--- config.mk ---
export PLATFORM = sky130hd
export DESIGN_NAME = mbc_ram
export DESIGN_NICKNAME = d
export VERILOG_FILES = /design/src/rtl/mbc_ram.sv
export SDC_FILE = /design/constraint.sdc
export NUM_CORES = 2
export LEC_CHECK = 0
export BUFFER_PORTS_ARGS = -buffer_cell sky130_fd_sc_hd__buf_2
export CAP_MARGIN = 15
export CELL_PAD_IN_SITES_DETAIL_PLACEMENT = 1
export CELL_PAD_IN_SITES_GLOBAL_PLACEMENT = 2
export CORE_UTILIZATION = 40
export CTS_CLUSTER_SIZE = 16
export DETAILED_ROUTE_END_ITERATION = 12
export HOLD_SLACK_MARGIN = 0.06
export PLACE_DENSITY_LB_ADDON = 0.1
export SYNTH_ARGS = -nofsm -noshare
export SYNTH_HDL_FRONTEND = slang
export SYNTH_SLANG_ARGS = --single-unit
export TNS_END_PERCENT = 20
--- constraint.sdc ---
create_clock -name clk -period 3.25 [get_ports clk]
set_clock_uncertainty 0.1 [all_clocks]
set_input_delay 0.65 -clock clk [delete_from_list [all_inputs] [get_ports clk]]
set_output_delay 0.65 -clock clk [all_outputs]
set_load 0.01 [all_outputs]
--- src/rtl/mbc_ram.sv ---
// Single-port-write, single-port-read synchronous RAM with a registered read port.
// No dependencies; used for the visited tags and the backtrack stack.
module mbc_ram #(
  parameter int W     = 4,
  parameter int DEPTH = 1024
) (
  input  logic                     clk,
  input  logic                     we,
  input  logic [$clog2(DEPTH)-1:0] waddr,
  input  logic [W-1:0]             wdata,
  input  logic [$clog2(DEPTH)-1:0] raddr,
  output logic [W-1:0]             rdata
);

  logic [W-1:0] mem [DEPTH];

  always_ff @(posedge clk) begin
    if (we) begin
      mem[waddr] <= wdata;
    end
  end

  always_ff @(posedge clk) begin
    rdata <= mem[raddr];
  end

endmodule

==> impl_metrics.yaml <==
status:
  outcome: "complete, but fails checks"
  violations: "negative setup slack"
grt:
  grt_use_total_pct: 25.7
  antenna_found_initial: 43
  grt_overflow: 0
  grt_pass1_wl_um: 739000
  grt_max_degree: 142
  first_global_vias: 92200
placed_design:
  portBuffers: 29
  place.gp.congestion: 0.832
  hpwl_um: 349000
floorplanning:
  core-area_um2: 403000
  start_util_pct: 40.2
  die_area_um2: 408000
  num_rows: 233
  die_w_um: 639
  num_io_pins: 30
  fp.dieH_um: 639
timing:
  fin_crit_ns: 3.28
  fin_crit_sh_pct: 101
  fmax_mhz: 305
  finalSetupTns_ns: -0.0327
  hold_ws_ns: 0.167
  worstMarginPinSlew_ns: 1.03
  setup_slack_ns: -0.0327
  slew_headroom_pct: 31.1
  finalSetupViolCount: 1
  rsz0062_at_grt: "true"
  hold_viol: 0
  slew_violations: 0
setup_path:
  max_stage_delay_ns: 0.53
  startpoint_type: "primary input"
  worstSetupPathType: "in -> reg"
  crit_path_start: "raddr[0]"
  worst_r2r_path_depth: 9
  r2r-start: "mem[783][2]$_DFFE_PP_"
  cp-endpoint: "rdata[2]$_DFF_P_"
  worstPathArrival_ns: 4.04
  cp.required_ns: 4.01
  crit_top_cell: "buf_12"
  cp_max_fo: 18
  cp_cell_sequence: "buf_12, buf_12, buf_12, mux4_2, a22oi_1, a21oi_1, nor2_1, o211ai_1, buf_4, and3_1, o41ai_2, nand4_1"
  r2r_end: "rdata[2]$_DFF_P_"
  r2r_setup_slack_ns: 0.04
  slowest_stage: "mux4_2"
  endpoint_kind: "flip-flop"
logic_synthesis:
  yosysTopAreaCellShare_pct: 75.9
  yosysSeqAreaShare_pct: 75.9
  yosysTopAreaCell: "edfxtp_1"
  synth.distinct_cells: 76
  yosysWarnings: 0
  synth_cells: 8290
  synth.ff_latch_count: 4100
  synth-async-reset-ratio_pct: 0
  synth_edf_count: 4096
  netlist_area_um2: 162000
  syn_nets: 8316
  synth.area.top_cells: "edfxtp_1, mux4_2, mux2i_1"
  synth_area_per_cell_um2: 19.6
  synth_common_cells: "edfxtp_1, nor2_1, mux4_2"
  synth_flop_cell: "edfxtp_1"
  yosys.cell_count.top_type: "edfxtp_1"
clock_tree:
  path_clk_slew_ns: 0.06
  clkSinkCount: 4100
  tritoncts: "done"
  root_buffer: "clkbuf_16"
  cts_made_buffers: 447
  clock_latency_ns: 1.00
  cts_max_level: 5
  cts_buffer_depth: 4
  cts_setup_buffers: 0
pwr:
  powerDensity_nw_per_um2: 602
  clock_power_share_pct: 43.7
  intPower_uw: 89800
  power_leakage_uw: 0.0611
  power_frac_comb_pct: 5.9
  p_switching_uw: 25600
  ir_drop_uv: 456
  pwr-share-seq_pct: 50.5
  sw_frac_of_total_pct: 22.2
routing:
  totalWireLength_um: 527000
  first_iter_violations: 8694
  ant_nets: 0
  firstDrtPassIters: 5
  post_drt_wl_per_cell_um: 35.0
  avgViaCountPerCell: 5.75
  vias: 86600
  drc: 0
cells_and_area:
  seq_area_um2: 123000
  fill_cells: 36900
  finalCoreUtilization_pct: 47.6
  nets: 9310
  drive_gt1_share_pct: 28.5
  area_growth_pct: 18.3
  multi_input_area_um2: 36400
hold_path:
  min_path_type: "in -> reg"
flow_run:
  maxCapViolations: 0
## per-stage QoR
stage                     instances  setup WS (ns)  cell area (um^2)  total power (uW)
final                         15100        -0.0327            192000            115000
after global routing          15100        -0.0286            192000            118000
after CTS                     15100      0.0000244            192000            116000
after detailed placement      14200          -1.51            177000             66200
after global placement        14200          -1.48            177000             66100
after floorplan                8290        -0.0201            162000             62200
## how the worst min path moves through the flow
stage                           from                    end  slack [ns]  cells after the start
6_report                    waddr[0]  mem[803][3]$_DFFE_PP_        0.17                      3
5_1_grt                     waddr[0]  mem[803][3]$_DFFE_PP_        0.16                      3
4_1_cts                     waddr[0]  mem[803][3]$_DFFE_PP_        0.08                      3
3_5_place_dp   mem[270][3]$_DFFE_PP_       rdata[3]$_DFF_P_        1.01                      6
3_3_place_gp   mem[271][3]$_DFFE_PP_       rdata[3]$_DFF_P_        1.02                      6
2_1_floorplan               wdata[0]    mem[0][0]$_DFFE_PP_        0.65                      0
## cell usage in the layout (no fill, tap or decap), types with 13 or more instances in the layout
cell type / synthesis / layout
nor4_1: 21 / 18
buf_12: 1 / 203
nand3_4: 0 / 24
a21oi_1: 129 / 129
mux2i_1: 461 / 461
bufinv_16: 0 / 45
nor2_1: 1103 / 1098
clkinv_1: 1 / 100
mux2_2: 23 / 23
clkinv_2: 0 / 86
nor3_1: 100 / 94
buf_2: 64 / 19
clkinvlp_4: 0 / 13
nand3_1: 62 / 38
clkbuf_16: 0 / 452
nand2_1: 166 / 161
a221oi_1: 29 / 28
clkbuf_1: 300 / 83
o21ai_0: 66 / 65
buf_4: 60 / 900
a22oi_1: 80 / 80
mux4_2: 875 / 875
o22ai_1: 89 / 89
edfxtp_1: 4096 / 4096
diode_2: 0 / 17
o221ai_1: 168 / 168
## cell families after synthesis
logic type,synth area share (%)
AO/OA/AOI/OAI,2.96
buffers and inverters,1.96
flip-flops,75.9
multiplexers,15.2
AND/OR/NAND/NOR,3.99
## flip-flops by register name (all words and copies together) (netlist names)
signal / count
mem: 4096
rdata: 4
## worst max-delay path, delay by kind of cell
kind / cells / cell delay (ns)
AND/OR/NAND/NOR: 3 / 0.66
buffers and inverters: 4 / 0.90
AO/OA/AOI/OAI: 4 / 1.17
multiplexers: 1 / 0.53
## cell type report
class / instances / share of cell area [%]
inverter: 6 / 0.0209
antenna: 17 / 0.0222
clock buffer: 535 / 6.06
sequential: 4100 / 64.2
tap: 5405 / 3.53
multi-input combinational: 3593 / 19.0
timing repair buffer: 1136 / 5.78
clock inverter: 275 / 1.41
## timing repair
item | 4_1_cts | 5_1_grt
pin swaps | 1 | 0
hold endpoints to repair | 100 | 0
hold buffers | 6 | 0
setup endpoints to repair | 2 | 4
gates resized for setup | 8 | 11
## power by group through the flow
stage	sequential, uW	combinational (uW)	clock, uW
2_1_floorplan	59300	2850	0
3_3_place_gp	59400	6730	0
3_5_place_dp	59400	6810	0
4_1_cts	58200	6840	51200
5_1_grt	58200	7060	52800
6_report	58300	6750	50400
## per-layer routing
layer  vias to the layer above  share of wire (%)  wire (um)  track usage, %
li1                      36000                  -          -               -
met1                     47200                 43     225000            36.1
met2                      2819                 49     258000            42.9
met3                       675                5.7      30100            3.02
met4                         8                2.7      14000            6.54
met5                         -             0.0095         50               0
Power figures use the tool's default switching activity.
